**config.mk**
```make
export PLATFORM = sky130hd
export DESIGN_NAME = paged_fixed_slot_allocator_top
export DESIGN_NICKNAME = d
export VERILOG_FILES = /design/src/sv/pfsa_pkg.sv /design/src/sv/pfsa_div.sv /design/src/sv/paged_fixed_slot_allocator_top.sv
export SDC_FILE = /design/constraint.sdc
export NUM_CORES = 2
export LEC_CHECK = 0
export BUFFER_PORTS_ARGS = -buffer_cell sky130_fd_sc_hd__buf_4
export CORE_ASPECT_RATIO = 0.75
export CORE_MARGIN = 10
export CORE_UTILIZATION = 30
export DETAILED_ROUTE_END_ITERATION = 6
export GPL_ROUTABILITY_DRIVEN = 0
export PLACE_DENSITY_LB_ADDON = 0.08
export SETUP_SLACK_MARGIN = 0.05
export SYNTH_ARGS = -nofsm -noshare
export SYNTH_HDL_FRONTEND = slang
export SYNTH_SLANG_ARGS = --single-unit
```
**constraint.sdc**
```tcl
create_clock -name clk -period 15.5 [get_ports clk]
set_clock_uncertainty 0.05 [all_clocks]
set_input_delay 0 -clock clk [delete_from_list [all_inputs] [get_ports clk]]
set_output_delay 0 -clock clk [all_outputs]
set_load 0.01 [all_outputs]
```
**src/sv/pfsa_pkg.sv**
```systemverilog
// ----------------------------------------------------------------------------
// pfsa_pkg
// Shared types and constants for the paged fixed-slot allocator.
// ----------------------------------------------------------------------------
package pfsa_pkg;

  localparam int PAGE_LIMIT         = 16;
  localparam int SLOTS_PER_PAGE_MAX = 16;
  localparam int STACK_DEPTH        = PAGE_LIMIT * SLOTS_PER_PAGE_MAX;

  localparam int PAGE_W  = $clog2(PAGE_LIMIT);
  localparam int IDX_W   = $clog2(SLOTS_PER_PAGE_MAX);
  localparam int ID_W    = PAGE_W + IDX_W;
  localparam int ADDR_W  = $clog2(STACK_DEPTH);
  localparam int TOP_W   = ADDR_W + 1;
  localparam int OFF_W   = 16;
  localparam int CFG_W   = 12;
  localparam int CNT_W   = 9;
  localparam int TOT_W   = 32;
  localparam int PGC_W   = 5;

  localparam logic [2:0] CFG_OBJECTS_PER_PAGE = 3'd0;
  localparam logic [2:0] CFG_MAX_PAGES        = 3'd1;
  localparam logic [2:0] CFG_DEBUG_ON         = 3'd2;
  localparam logic [2:0] CFG_FIRST_OFFSET     = 3'd3;
  localparam logic [2:0] CFG_SLOT_STRIDE      = 3'd4;

  localparam logic [1:0] ST_OK       = 2'd0;
  localparam logic [1:0] ST_NO_PAGES = 2'd1;
  localparam logic [1:0] ST_MULTI    = 2'd2;
  localparam logic [1:0] ST_BAD_BND  = 2'd3;

  localparam logic CMD_ALLOC = 1'b0;
  localparam logic CMD_FREE  = 1'b1;

  typedef struct packed {
    logic             start;
    logic [OFF_W-1:0] dividend;
    logic [CFG_W-1:0] divisor;
  } div_req_t;

  typedef struct packed {
    logic             done;
    logic [OFF_W-1:0] quot;
    logic [CFG_W-1:0] rem;
  } div_rsp_t;

endpackage

```
**src/sv/pfsa_div.sv**
```systemverilog
// ----------------------------------------------------------------------------
// pfsa_div
// Restoring divider, one quotient bit per cycle.
// ----------------------------------------------------------------------------
module pfsa_div
  import pfsa_pkg::*;
(
  input  logic     clk,
  input  logic     rst_n,
  input  div_req_t req,
  output div_rsp_t rsp
);

  localparam int STEP_W = $clog2(OFF_W);

  logic              busy_r;
  logic              done_r;
  logic [STEP_W-1:0] step_r;
  logic [OFF_W-1:0]  quot_r;
  logic [CFG_W-1:0]  rem_r;
  logic [CFG_W-1:0]  dvs_r;

  logic [CFG_W:0]    trial;
  logic [CFG_W:0]    diff;
  logic              ge;
  logic [CFG_W-1:0]  rem_nxt;

  assign trial   = {rem_r, quot_r[OFF_W-1]};
  assign ge      = trial >= {1'b0, dvs_r};
  assign diff    = trial - {1'b0, dvs_r};
  assign rem_nxt = ge ? diff[CFG_W-1:0] : trial[CFG_W-1:0];

  always_ff @(posedge clk) begin
    if (!rst_n) begin
      busy_r <= 1'b0;
      done_r <= 1'b0;
      step_r <= '0;
    end else begin
      done_r <= 1'b0;
      if (req.start) begin
        busy_r <= 1'b1;
        step_r <= '0;
      end else if (busy_r) begin
        step_r <= step_r + 1'b1;
        if (step_r == STEP_W'(OFF_W - 1)) begin
          busy_r <= 1'b0;
          done_r <= 1'b1;
        end
      end
    end
  end

  always_ff @(posedge clk) begin
    if (req.start) begin
      quot_r <= req.dividend;
      rem_r  <= '0;
      dvs_r  <= req.divisor;
    end else if (busy_r) begin
      quot_r <= {quot_r[OFF_W-2:0], ge};
      rem_r  <= rem_nxt;
    end
  end

  assign rsp.done = done_r;
  assign rsp.quot = quot_r;
  assign rsp.rem  = rem_r;

endmodule

```
**src/sv/paged_fixed_slot_allocator_top.sv**
```systemverilog
// ----------------------------------------------------------------------------
// paged_fixed_slot_allocator_top
// Fixed-size slot allocator: LIFO free-slot stack over claimed pages.
//
// channel  ports                                   transfer
// input    start, busy, in_command, in_free_*      start & !busy
// result   out_valid, out_*                        out_valid, one cycle
// config   cfg_we, cfg_index, cfg_wdata            cfg_we
//
// Allocate: S_POP reads the stack top and S_ALLOC registers the result and its
// strobe; when the stack is empty a new page is first loaded in S_LOAD, slot by
// slot; with no page left the strobe comes in the cycle after start.
// Free: the divider runs, then a push; a bad boundary answers when the divider is
// done; a checked free also scans the stack one entry per cycle before the push.
// After reset the first page is loaded with busy high.
// Results cannot be stalled; the strobe comes with busy already low.
// ----------------------------------------------------------------------------
module paged_fixed_slot_allocator_top
  import pfsa_pkg::*;
(
  input  logic              clk,
  input  logic              rst_n,
  input  logic              start,
  output logic              busy,
  input  logic              in_command,
  input  logic [PAGE_W-1:0] in_free_page,
  input  logic [OFF_W-1:0]  in_free_offset,
  output logic              out_valid,
  output logic [1:0]        out_status,
  output logic [PAGE_W-1:0] out_alloc_page,
  output logic [OFF_W-1:0]  out_alloc_offset,
  output logic [CNT_W-1:0]  out_in_use_count,
  output logic [CNT_W-1:0]  out_free_count,
  output logic [PGC_W-1:0]  out_pages_count,
  output logic [CNT_W-1:0]  out_peak_in_use,
  output logic [TOT_W-1:0]  out_total_allocs,
  output logic [TOT_W-1:0]  out_total_frees,
  input  logic              cfg_we,
  input  logic [2:0]        cfg_index,
  input  logic [CFG_W-1:0]  cfg_wdata
);

  localparam logic [4:0] OPP_RESET = 5'd4;

  typedef enum logic [6:0] {
    S_IDLE  = 7'b0000001,
    S_LOAD  = 7'b0000010,
    S_POP   = 7'b0000100,
    S_ALLOC = 7'b0001000,
    S_DIV   = 7'b0010000,
    S_SCAN  = 7'b0100000,
    S_PUSH  = 7'b1000000
  } state_t;

  // configuration
  logic [4:0]       opp_r;
  logic [4:0]       maxp_r;
  logic             dbg_r;
  logic [CFG_W-1:0] first_r;
  logic [CFG_W-1:0] stride_r;

  always_ff @(posedge clk) begin
    if (!rst_n) begin
      opp_r    <= OPP_RESET;
      maxp_r   <= 5'd0;
      dbg_r    <= 1'b1;
      first_r  <= 12'd8;
      stride_r <= 12'd16;
    end else if (cfg_we) begin
      case (cfg_index)
        CFG_OBJECTS_PER_PAGE: opp_r    <= cfg_wdata[4:0];
        CFG_MAX_PAGES:        maxp_r   <= cfg_wdata[4:0];
        CFG_DEBUG_ON:         dbg_r    <= cfg_wdata[0];
        CFG_FIRST_OFFSET:     first_r  <= cfg_wdata;
        CFG_SLOT_STRIDE:      stride_r <= cfg_wdata;
        default: ;
      endcase
    end
  end

  logic [4:0]       eff_opp;
  logic [CFG_W-1:0] eff_stride;
  logic [PGC_W-1:0] eff_limit;

  assign eff_opp    = (opp_r == 5'd0) ? 5'd1 :
                      (opp_r > 5'(SLOTS_PER_PAGE_MAX)) ? 5'(SLOTS_PER_PAGE_MAX) : opp_r;
  assign eff_stride = (stride_r == '0) ? CFG_W'(1) : stride_r;
  assign eff_limit  = (maxp_r == 5'd0 || maxp_r > 5'(PAGE_LIMIT)) ?
                      PGC_W'(PAGE_LIMIT) : maxp_r;

  // state
  state_t            state_r, state_nxt;
  logic [TOP_W-1:0]  top_r, top_nxt;
  logic [PGC_W-1:0]  pages_r, pages_nxt;
  logic [CNT_W-1:0]  in_use_r, in_use_nxt;
  logic [CNT_W-1:0]  peak_r, peak_nxt;
  logic [TOT_W-1:0]  allocs_r, allocs_nxt;
  logic [TOT_W-1:0]  frees_r, frees_nxt;
  logic              load_alloc_r, load_alloc_nxt;
  logic [PAGE_W-1:0] page_r, page_nxt;
  logic [IDX_W-1:0]  cnt_r, cnt_nxt;
  logic [IDX_W-1:0]  last_r, last_nxt;
  logic [TOP_W-1:0]  scan_k_r, scan_k_nxt;
  logic              scan_vld_r, scan_vld_nxt;
  logic              out_valid_r, out_valid_nxt;

  // payload
  logic [PAGE_W-1:0] fpage_r, fpage_nxt;
  logic [OFF_W-1:0]  foff_r, foff_nxt;
  logic [ID_W-1:0]   slot_r, slot_nxt;
  logic [1:0]        status_r, status_nxt;
  logic [PAGE_W-1:0] apage_r, apage_nxt;
  logic [OFF_W-1:0]  aoff_r, aoff_nxt;

  // stack memory
  logic [ID_W-1:0]   stack_mem [STACK_DEPTH];
  logic [ID_W-1:0]   mem_q_r;
  logic              mem_we, mem_re;
  logic [ADDR_W-1:0] mem_waddr, mem_raddr;
  logic [ID_W-1:0]   mem_wdata;

  always_ff @(posedge clk) begin
    if (mem_we) begin
      stack_mem[mem_waddr] <= mem_wdata;
    end
    if (mem_re) begin
      mem_q_r <= stack_mem[mem_raddr];
    end
  end

  div_req_t div_req;
  div_rsp_t div_rsp;

  pfsa_div u_div (
    .clk  (clk),
    .rst_n(rst_n),
    .req  (div_req),
    .rsp  (div_rsp)
  );

  logic              accept;
  logic [OFF_W-1:0]  mul_p;
  logic              chk_ok;
  logic [ID_W-1:0]   chk_slot;
  logic [TOP_W-1:0]  top_dec;

  assign accept   = start && (state_r == S_IDLE);
  assign mul_p    = {{(OFF_W-IDX_W){1'b0}}, mem_q_r[IDX_W-1:0]} *
                    {{(OFF_W-CFG_W){1'b0}}, eff_stride};
  assign chk_slot = {fpage_r, div_rsp.quot[IDX_W-1:0]};
  assign chk_ok   = ({1'b0, fpage_r} < pages_r) &&
                    (foff_r >= {{(OFF_W-CFG_W){1'b0}}, first_r}) &&
                    (div_rsp.rem == '0) &&
                    (div_rsp.quot < {{(OFF_W-5){1'b0}}, eff_opp});
  assign top_dec  = top_r - 1'b1;

  assign div_req.start    = accept && (in_command == CMD_FREE);
  assign div_req.dividend = in_free_offset - {{(OFF_W-CFG_W){1'b0}}, first_r};
  assign div_req.divisor  = eff_stride;

  always_comb begin
    state_nxt      = state_r;
    top_nxt        = top_r;
    pages_nxt      = pages_r;
    in_use_nxt     = in_use_r;
    peak_nxt       = peak_r;
    allocs_nxt     = allocs_r;
    frees_nxt      = frees_r;
    load_alloc_nxt = load_alloc_r;
    page_nxt       = page_r;
    cnt_nxt        = cnt_r;
    last_nxt       = last_r;
    scan_k_nxt     = scan_k_r;
    scan_vld_nxt   = 1'b0;
    out_valid_nxt  = 1'b0;
    fpage_nxt      = fpage_r;
    foff_nxt       = foff_r;
    slot_nxt       = slot_r;
    status_nxt     = status_r;
    apage_nxt      = apage_r;
    aoff_nxt       = aoff_r;
    mem_we         = 1'b0;
    mem_re         = 1'b0;
    mem_waddr      = top_r[ADDR_W-1:0];
    mem_raddr      = top_dec[ADDR_W-1:0];
    mem_wdata      = {page_r, cnt_r};

    case (state_r)
      S_IDLE: begin
        if (accept) begin
          status_nxt = ST_OK;
          apage_nxt  = '0;
          aoff_nxt   = '0;
          if (in_command == CMD_FREE) begin
            fpage_nxt = in_free_page;
            foff_nxt  = in_free_offset;
            state_nxt = S_DIV;
          end else if (top_r != '0) begin
            state_nxt = S_POP;
          end else if (pages_r < eff_limit) begin
            page_nxt       = pages_r[PAGE_W-1:0];
            pages_nxt      = pages_r + 1'b1;
            cnt_nxt        = '0;
            last_nxt       = IDX_W'(eff_opp - 5'd1);
            load_alloc_nxt = 1'b1;
            state_nxt      = S_LOAD;
          end else begin
            status_nxt    = ST_NO_PAGES;
            out_valid_nxt = 1'b1;
          end
        end
      end
      S_LOAD: begin
        if (!top_r[TOP_W-1]) begin
          mem_we  = 1'b1;
          top_nxt = top_r + 1'b1;
        end
        cnt_nxt = cnt_r + 1'b1;
        if (cnt_r == last_r) begin
          state_nxt = load_alloc_r ? S_POP : S_IDLE;
        end
      end
      S_POP: begin
        mem_re    = 1'b1;
        top_nxt   = top_dec;
        state_nxt = S_ALLOC;
      end
      S_ALLOC: begin
        apage_nxt  = mem_q_r[ID_W-1:IDX_W];
        aoff_nxt   = {{(OFF_W-CFG_W){1'b0}}, first_r} + mul_p;
        in_use_nxt = (in_use_r == '1) ? in_use_r : in_use_r + 1'b1;
        peak_nxt   = (in_use_nxt > peak_r) ? in_use_nxt : peak_r;
        allocs_nxt = allocs_r + 1'b1;
        out_valid_nxt = 1'b1;
        state_nxt  = S_IDLE;
      end
      S_DIV: begin
        if (div_rsp.done) begin
          slot_nxt = chk_slot;
          if (!dbg_r) begin
            state_nxt = S_PUSH;
          end else if (!chk_ok) begin
            status_nxt    = ST_BAD_BND;
            out_valid_nxt = 1'b1;
            state_nxt     = S_IDLE;
          end else begin
            scan_k_nxt = '0;
            state_nxt  = S_SCAN;
          end
        end
      end
      S_SCAN: begin
        mem_raddr = scan_k_r[ADDR_W-1:0];
        if (scan_vld_r && mem_q_r == slot_r) begin
          status_nxt    = ST_MULTI;
          out_valid_nxt = 1'b1;
          state_nxt     = S_IDLE;
        end else if (scan_k_r < top_r) begin
          mem_re       = 1'b1;
          scan_vld_nxt = 1'b1;
          scan_k_nxt   = scan_k_r + 1'b1;
        end else if (!scan_vld_r) begin
          state_nxt = S_PUSH;
        end
      end
      S_PUSH: begin
        mem_wdata = slot_r;
        if (!top_r[TOP_W-1]) begin
          mem_we  = 1'b1;
          top_nxt = top_r + 1'b1;
        end
        in_use_nxt    = (in_use_r == '0) ? in_use_r : in_use_r - 1'b1;
        frees_nxt     = frees_r + 1'b1;
        out_valid_nxt = 1'b1;
        state_nxt     = S_IDLE;
      end
      default: begin
        state_nxt = S_IDLE;
      end
    endcase
  end

  always_ff @(posedge clk) begin
    if (!rst_n) begin
      state_r      <= S_LOAD;
      top_r        <= '0;
      pages_r      <= PGC_W'(1);
      in_use_r     <= '0;
      peak_r       <= '0;
      allocs_r     <= '0;
      frees_r      <= '0;
      load_alloc_r <= 1'b0;
      page_r       <= '0;
      cnt_r        <= '0;
      last_r       <= IDX_W'(OPP_RESET - 5'd1);
      scan_k_r     <= '0;
      scan_vld_r   <= 1'b0;
      out_valid_r  <= 1'b0;
    end else begin
      state_r      <= state_nxt;
      top_r        <= top_nxt;
      pages_r      <= pages_nxt;
      in_use_r     <= in_use_nxt;
      peak_r       <= peak_nxt;
      allocs_r     <= allocs_nxt;
      frees_r      <= frees_nxt;
      load_alloc_r <= load_alloc_nxt;
      page_r       <= page_nxt;
      cnt_r        <= cnt_nxt;
      last_r       <= last_nxt;
      scan_k_r     <= scan_k_nxt;
      scan_vld_r   <= scan_vld_nxt;
      out_valid_r  <= out_valid_nxt;
    end
  end

  always_ff @(posedge clk) begin
    fpage_r  <= fpage_nxt;
    foff_r   <= foff_nxt;
    slot_r   <= slot_nxt;
    status_r <= status_nxt;
    apage_r  <= apage_nxt;
    aoff_r   <= aoff_nxt;
  end

  assign busy             = (state_r != S_IDLE);
  assign out_valid        = out_valid_r;
  assign out_status       = status_r;
  assign out_alloc_page   = apage_r;
  assign out_alloc_offset = aoff_r;
  assign out_in_use_count = in_use_r;
  assign out_free_count   = top_r;
  assign out_pages_count  = pages_r;
  assign out_peak_in_use  = peak_r;
  assign out_total_allocs = allocs_r;
  assign out_total_frees  = frees_r;

  a_strobe_idle: assert property (@(posedge clk) disable iff (!rst_n)
    out_valid |-> !busy)
    else $error("result strobe while busy");

  a_accept_progress: assert property (@(posedge clk) disable iff (!rst_n)
    (start && !busy) |=> (busy || out_valid))
    else $error("accepted command neither busy nor answered");

  a_top_bound: assert property (@(posedge clk) disable iff (!rst_n)
    top_r <= TOP_W'(STACK_DEPTH))
    else $error("stack pointer beyond depth");

  a_pages_bound: assert property (@(posedge clk) disable iff (!rst_n)
    (pages_r != '0) && (pages_r <= PGC_W'(PAGE_LIMIT)))
    else $error("page count out of range");

  a_peak_tracks: assert property (@(posedge clk) disable iff (!rst_n)
    out_valid |-> (peak_r >= in_use_r))
    else $error("peak below in-use count");

endmodule

```
== Word level (Yosys, flattened, before mapping) ==
Memories as Yosys holds them, arrays and structs flattened. A register that Yosys moved wholly into a read port is not among the register bits.
Index checks and enable logic that the tools add are counted.

* Register bits after elaboration: 258
* RAM bits: 2048
* Input bits: 40
* Output and inout bits: 120
* Memories: 1

{| class="wikitable"
|+ Memory list
! name !! words !! width !! rd ports !! clocked after memory_dff !! wr ports !! RTL line !! source
|-
| stack_mem || 256 || 8 || 1 || 1 || 1 || paged_fixed_slot_allocator_top.sv:116 || <nowiki>logic [ID_W-1:0] stack_mem [STACK_DEPTH];</nowiki>
|}

* $add $sub $neg: 14
* Multipliers: 1
* $lt $le $gt $ge: 9
* Eq/ne operators: 33
* Mux-type cells: 71
* Bitwise logic cells: 4
* Reductions and logical operators: 42

{| class="wikitable"
|+ Operators with widths
! kind !! number
|-
| $mux W9 || 8
|-
| $mux W7 || 10
|-
| $add A32 B1 Y32 const B || 2
|-
| $pmux W9 S2 || 3
|-
| $mux W16 || 3
|-
| $pmux W7 S5 || 1
|-
| $pmux W16 S2 || 1
|-
| $add A9 B1 Y9 const B || 3
|-
| $logic_not A12 Y1 || 2
|-
| $mux W12 || 2
|-
| $ne A2 B2 Y1 const B || 12
|-
| $reduce_and A2 Y1 || 11
|-
| $mux W1 || 21
|-
| $mux W4 || 5
|-
| $reduce_and A6 Y1 || 3
|-
| $sub A9 B1 Y9 const B || 2
|-
| $add A12 B16 Y16 || 1
|-
| $ge A16 B12 Y1 || 1
|-
| $lt A16 B5 Y1 || 1
|-
| $mul A4 B12 Y16 || 1
|-
| $mux W8 || 2
|-
| $pmux W4 S2 || 2
|-
| $sub A16 B12 Y16 || 1
|-
| $mux W5 || 3
|-
| other kinds (47) || 73
|}

== Depth between registers and ports, before layout ==
* Word-level depth: 9
* Gate-level depth with buffers: 19
* Gate-level depth less buffers: 19

== Modules after synthesis ==
A second synthesis with hierarchy kept.

* Cells, all modules: 6700
* Area, all modules: 95917.0 µm²

{| class="wikitable"
|+ By module, submodules not included
! module !! times used !! cells each !! area each (µm²)
|-
| paged_fixed_slot_allocator_top || 1 || 6476 || 93464.6
|-
| pfsa_div || 1 || 224 || 2452.4
|}

== Worst setup path before layout ==
No wires, ideal clock.

* Path kind: register to register
* Start: reg state_r[2]
* End: mem stack_mem[0][0] in the netlist's numbering, data pin
* Setup time: 823 ps
* Arrival: 4625 ps
* Required time: 14627 ps
* Path slack: 10002 ps
* Cell stages (with the launch flop): 7
* Clock period less this slack: 5498 ps
* Cell sequence: dfxtp_1 -> nor3_1 -> and4b_1 -> clkbuf_1 -> clkbuf_1 -> nand2_1 -> nand2_1

* Cells in the longest elaborated chain, start to end: 2

{| class="wikitable"
|+ RTL lines
! item !! RTL line !! source
|-
| start, declared || paged_fixed_slot_allocator_top.sv:92 || <nowiki>state_t state_r, state_nxt;</nowiki>
|-
| start signal, assigned || paged_fixed_slot_allocator_top.sv:300 || <nowiki>state_r <= state_nxt;</nowiki>
|-
| $eq A7 B7 Y1 || paged_fixed_slot_allocator_top.sv:188 || <nowiki>case (state_r)</nowiki>
|-
| $mux W8 || paged_fixed_slot_allocator_top.sv:188 ||
|-
| net mem_wdata[0] || paged_fixed_slot_allocator_top.sv:120 || <nowiki>logic [ID_W-1:0] mem_wdata;</nowiki>
|-
| end, declared || paged_fixed_slot_allocator_top.sv:116 ||
|}

The timed path passes the listed nets, and every way through them passes these cells.

== Worst setup path after layout ==
* Start: reg state_r[6]
* End: reg mem_q_r[1], read port of stack_mem, data pin

* Cells in the longest elaborated chain, start to end: 2
* Elaborated cells on any way between the ends: 4

{| class="wikitable"
|+ RTL lines
! item !! RTL line !! source
|-
| $eq A7 B6 Y1 / $eq A7 B3 Y1 (equally long branches) || paged_fixed_slot_allocator_top.sv:188 ||
|-
| $pmux W1 S2 / $mux W8 (equally long branches) || paged_fixed_slot_allocator_top.sv:188 ||
|-
| end, declared || paged_fixed_slot_allocator_top.sv:117 || <nowiki>logic [ID_W-1:0] mem_q_r;</nowiki>
|}

Parallel ways exist; a longest one is shown, timed or not.
A chain may end at the register's enable or synchronous reset.

==> metrics.csv <==
metric;value;unit
DRT iter0 DRCs;6862;
Slew headroom;8.20;%
timing-limited maximum frequency;140;MHz
clk_lat worst skew;920;ps
critical register-to-register path endpoint;mem_q_r[1]$_DFFE_PP_;
top cells by area, synth;edfxtp_1 66%, nand2_1 4.0%, mux4_2 3.8%;
Primary FF master, synth;edfxtp_1;
hold_sp;in_free_offset[15];
drt first pass iters;5;
Setup CP Type;flop to flop;
multi-input logic area;26900;sq um
Core Region;321000;sq um
CP Launch Point;state_r[6]$_SDFFE_PN0P_;
register area;67700;sq um
count leader, synth;edfxtp_1;
fin area;111000;sq um
Port Buf Inserts;159;
Post-Layout Cell Count;11500;
vias in the first global route;58900;
max-capacitance violation count;0;
synthesized cell area;96600;sq um
top cells by count, synth;2134 x edfxtp_1, 1024 x nand2_1, 462 x nor2_1, 295 x nand3_1, 257 x clkbuf_1;
FP Rows;180;
chip width;675;um
number of remaining DRC errors;0;
RSZ-0062 raised after global routing;no;
Peak VDD IR;0.000145;V
YS warnings;0;
largest net degree at the start of global routing;185;
Total Nets Final;7227;
Finish-stage setup viols;0;
H-tree Lvls;4;
synthesized net count;7016;
Syn Area/Cell;14.1;sq um
Crit. End Element;flop;
post-layout min period;7130;ps
CTS tree;built;
Resized Gates After CTS;0;
initial antenna violation count;41;
FF+latch count, synth;2314;
DPL Wire Length;215;mm
ys async rst share;0;%
Power Density;179;nW/um^2
crit path DAT;7700;ps
Longest Clk Path Bufs;4;
I/O Pins;160;
CP max FO;88;
largest area contributor in the netlist;edfxtp_1;
GRT Total Usage;19.3;%
Post CTS Setup Buffer Count;0;
CP required;16070;ps
Critical Path Source Type;flop;
final hold violation count;0;
hold endpoint;u_div.quot_r[15]$_DFFE_PP_;
final total power;19.9;mW
Die Y;512;um
# hold bufs at CTS;96;
Post-Route Utilization;34.7;%
clock-pin transition on the worst setup and hold timing paths;60;ps
Cell variety after synth;95;
total grt overflow;0;
Num Clock Sinks;2314;
Leak Pwr;35.9;nW
reg2reg setup slack;8370;ps
placed standard-cell area;103000;sq um
vias per cell;5.29;
routed wire length;344;mm
hold depth;5;
final period utilization;46.0;%
FILL cells;31000;
Seq/Total Area, Yosys;70.0;%
DIE AREA;345000;sq um
Starting Density;30.1;%
setup TNS;0;ps
logic depth of the worst register-to-register path;12;
worst slew pin tran;1380;ps
Root Driver;clkbuf_16;
Synth Instances;6840;
Yosys top cell area share;66.3;%
first-pass GRT wire length;482;mm
P&R area growth vs syn;15.2;%
status;finished, final reports clean;
r2r startpoint;state_r[6]$_SDFFE_PN0P_;
count of pins over their slew limit;0;
TritonCTS buffer count;243;
Inst Count DP;11000;
share of cells above drive strength 1;12.4;%
worst min path class;primary input to flop;
DR vias;61000;
number of flops mapped to enable cells by yosys;2134;
Detail Route Antenna Nets;0;
DR WL/cell;29.8;um
worst max-delay path, cell delays in order (launching register included):
cell and delay [ps]:
dfxtp_1 480, or4b_2 670, buf_4 490, or3_2 430, and2_4 710, buf_4 610
buf_12 440, buf_4 620, mux4_2 400, a2111oi_0 760, a22oi_1 390, a31oi_1 290
nand4b_1 130
cells in the final DEF, fill, tap and decap left out, types with 19 or more instances in the layout:
master / instances
edfxtp_1: 2134
nand2_1: 1012
nor2_1: 455
buf_4: 289
nand3_1: 278
clkbuf_16: 247
a21oi_1: 228
dfxtp_1: 179
mux2i_1: 174
mux4_2: 161
a31oi_1: 156
o21ai_0: 136
and3_1: 118
inv_1: 118
a211oi_1: 118
ha_1: 103
dlygate4sd3_1: 96
clkinv_1: 67
xor2_1: 65
nand4_1: 64
clkbuf_1: 55
and2_1: 54
nor3_1: 52
a32oi_1: 52
xnor2_1: 45
nand2b_1: 44
clkinv_2: 44
o211ai_1: 42
o22ai_1: 41
a311oi_1: 36
fa_1: 33
a22oi_1: 32
or3_1: 28
a2111oi_0: 26
nor4_1: 24
a211o_1: 22
a21o_1: 21
o2111ai_1: 19
state kept, by name, indices dropped and copies added (netlist names), 5 cells and up:
register and flops:
out_free_count 9, scan_k_r 9, out_peak_in_use 9, mem_q_r 8, u_div.dvs_r 12, slot_r 8, out_in_use_count 9, u_div.quot_r 16
foff_r 16, stride_r 12, out_alloc_offset 16, out_total_frees 32, maxp_r 5, stack_mem 2048, out_total_allocs 32, u_div.rem_r 12
state_r 7, opp_r 5, out_pages_count 5, first_r 12
stage by stage:
step,hold WS (ps),setup WS (ps)
final,105,8370
after global routing,105,8150
after CTS,44.7,8350
after detailed placement,134,8370
after global placement,132,8400
after floorplan,48.9,10000
layout make-up:
class / instances / share of cell area, %
antenna: 4 / 0.00899
inverter: 122 / 0.413
sequential: 2314 / 60.8
clock buffer: 305 / 5.77
timing repair buffer: 402 / 3.10
clock inverter: 135 / 0.960
multi-input combinational: 3968 / 24.2
tap: 4277 / 4.81
power breakdown:
part	internal [mW]	total (mW)	switching, mW
clock	3.18	5.70	2.52
combinational	1.90	7.08	5.19
sequential	7.08	7.16	0.0761
total	12.2	19.9	7.78
cells by family after synthesis:
group | after synthesis | share of synthesized area (%)
adder cells (fa/ha/maj) | 136 | 2.02
multiplexers | 359 | 5.99
AO/OA/AOI/OAI | 1114 | 7.90
buffers and inverters | 558 | 2.68
flip-flops | 2314 | 70.0
AND/OR/NAND/NOR | 2247 | 10.4
XOR/XNOR | 112 | 1.02
per-layer routing:
metal	vias to the layer above	track usage [%]	routed length (um)
met5	-	0	52
met4	8	3.21	5240
met3	340	3.06	22800
met2	2001	27.9	145000
met1	32000	30.4	170000
li1	26600	-	-
worst max path at each step:
stage	endpoint	slack, ps	cells after the start
finish	mem_q_r[1]$_DFFE_PP_	8370	12
floorplan	stack_mem[0][0]$_DFFE_PP_	10000	6
global route	mem_q_r[2]$_DFFE_PP_	8150	12
CTS	mem_q_r[2]$_DFFE_PP_	8350	12
global placement	mem_q_r[3]$_DFFE_PP_	8400	12
detailed placement	mem_q_r[2]$_DFFE_PP_	8370	12
Power figures use the tool's default switching activity.
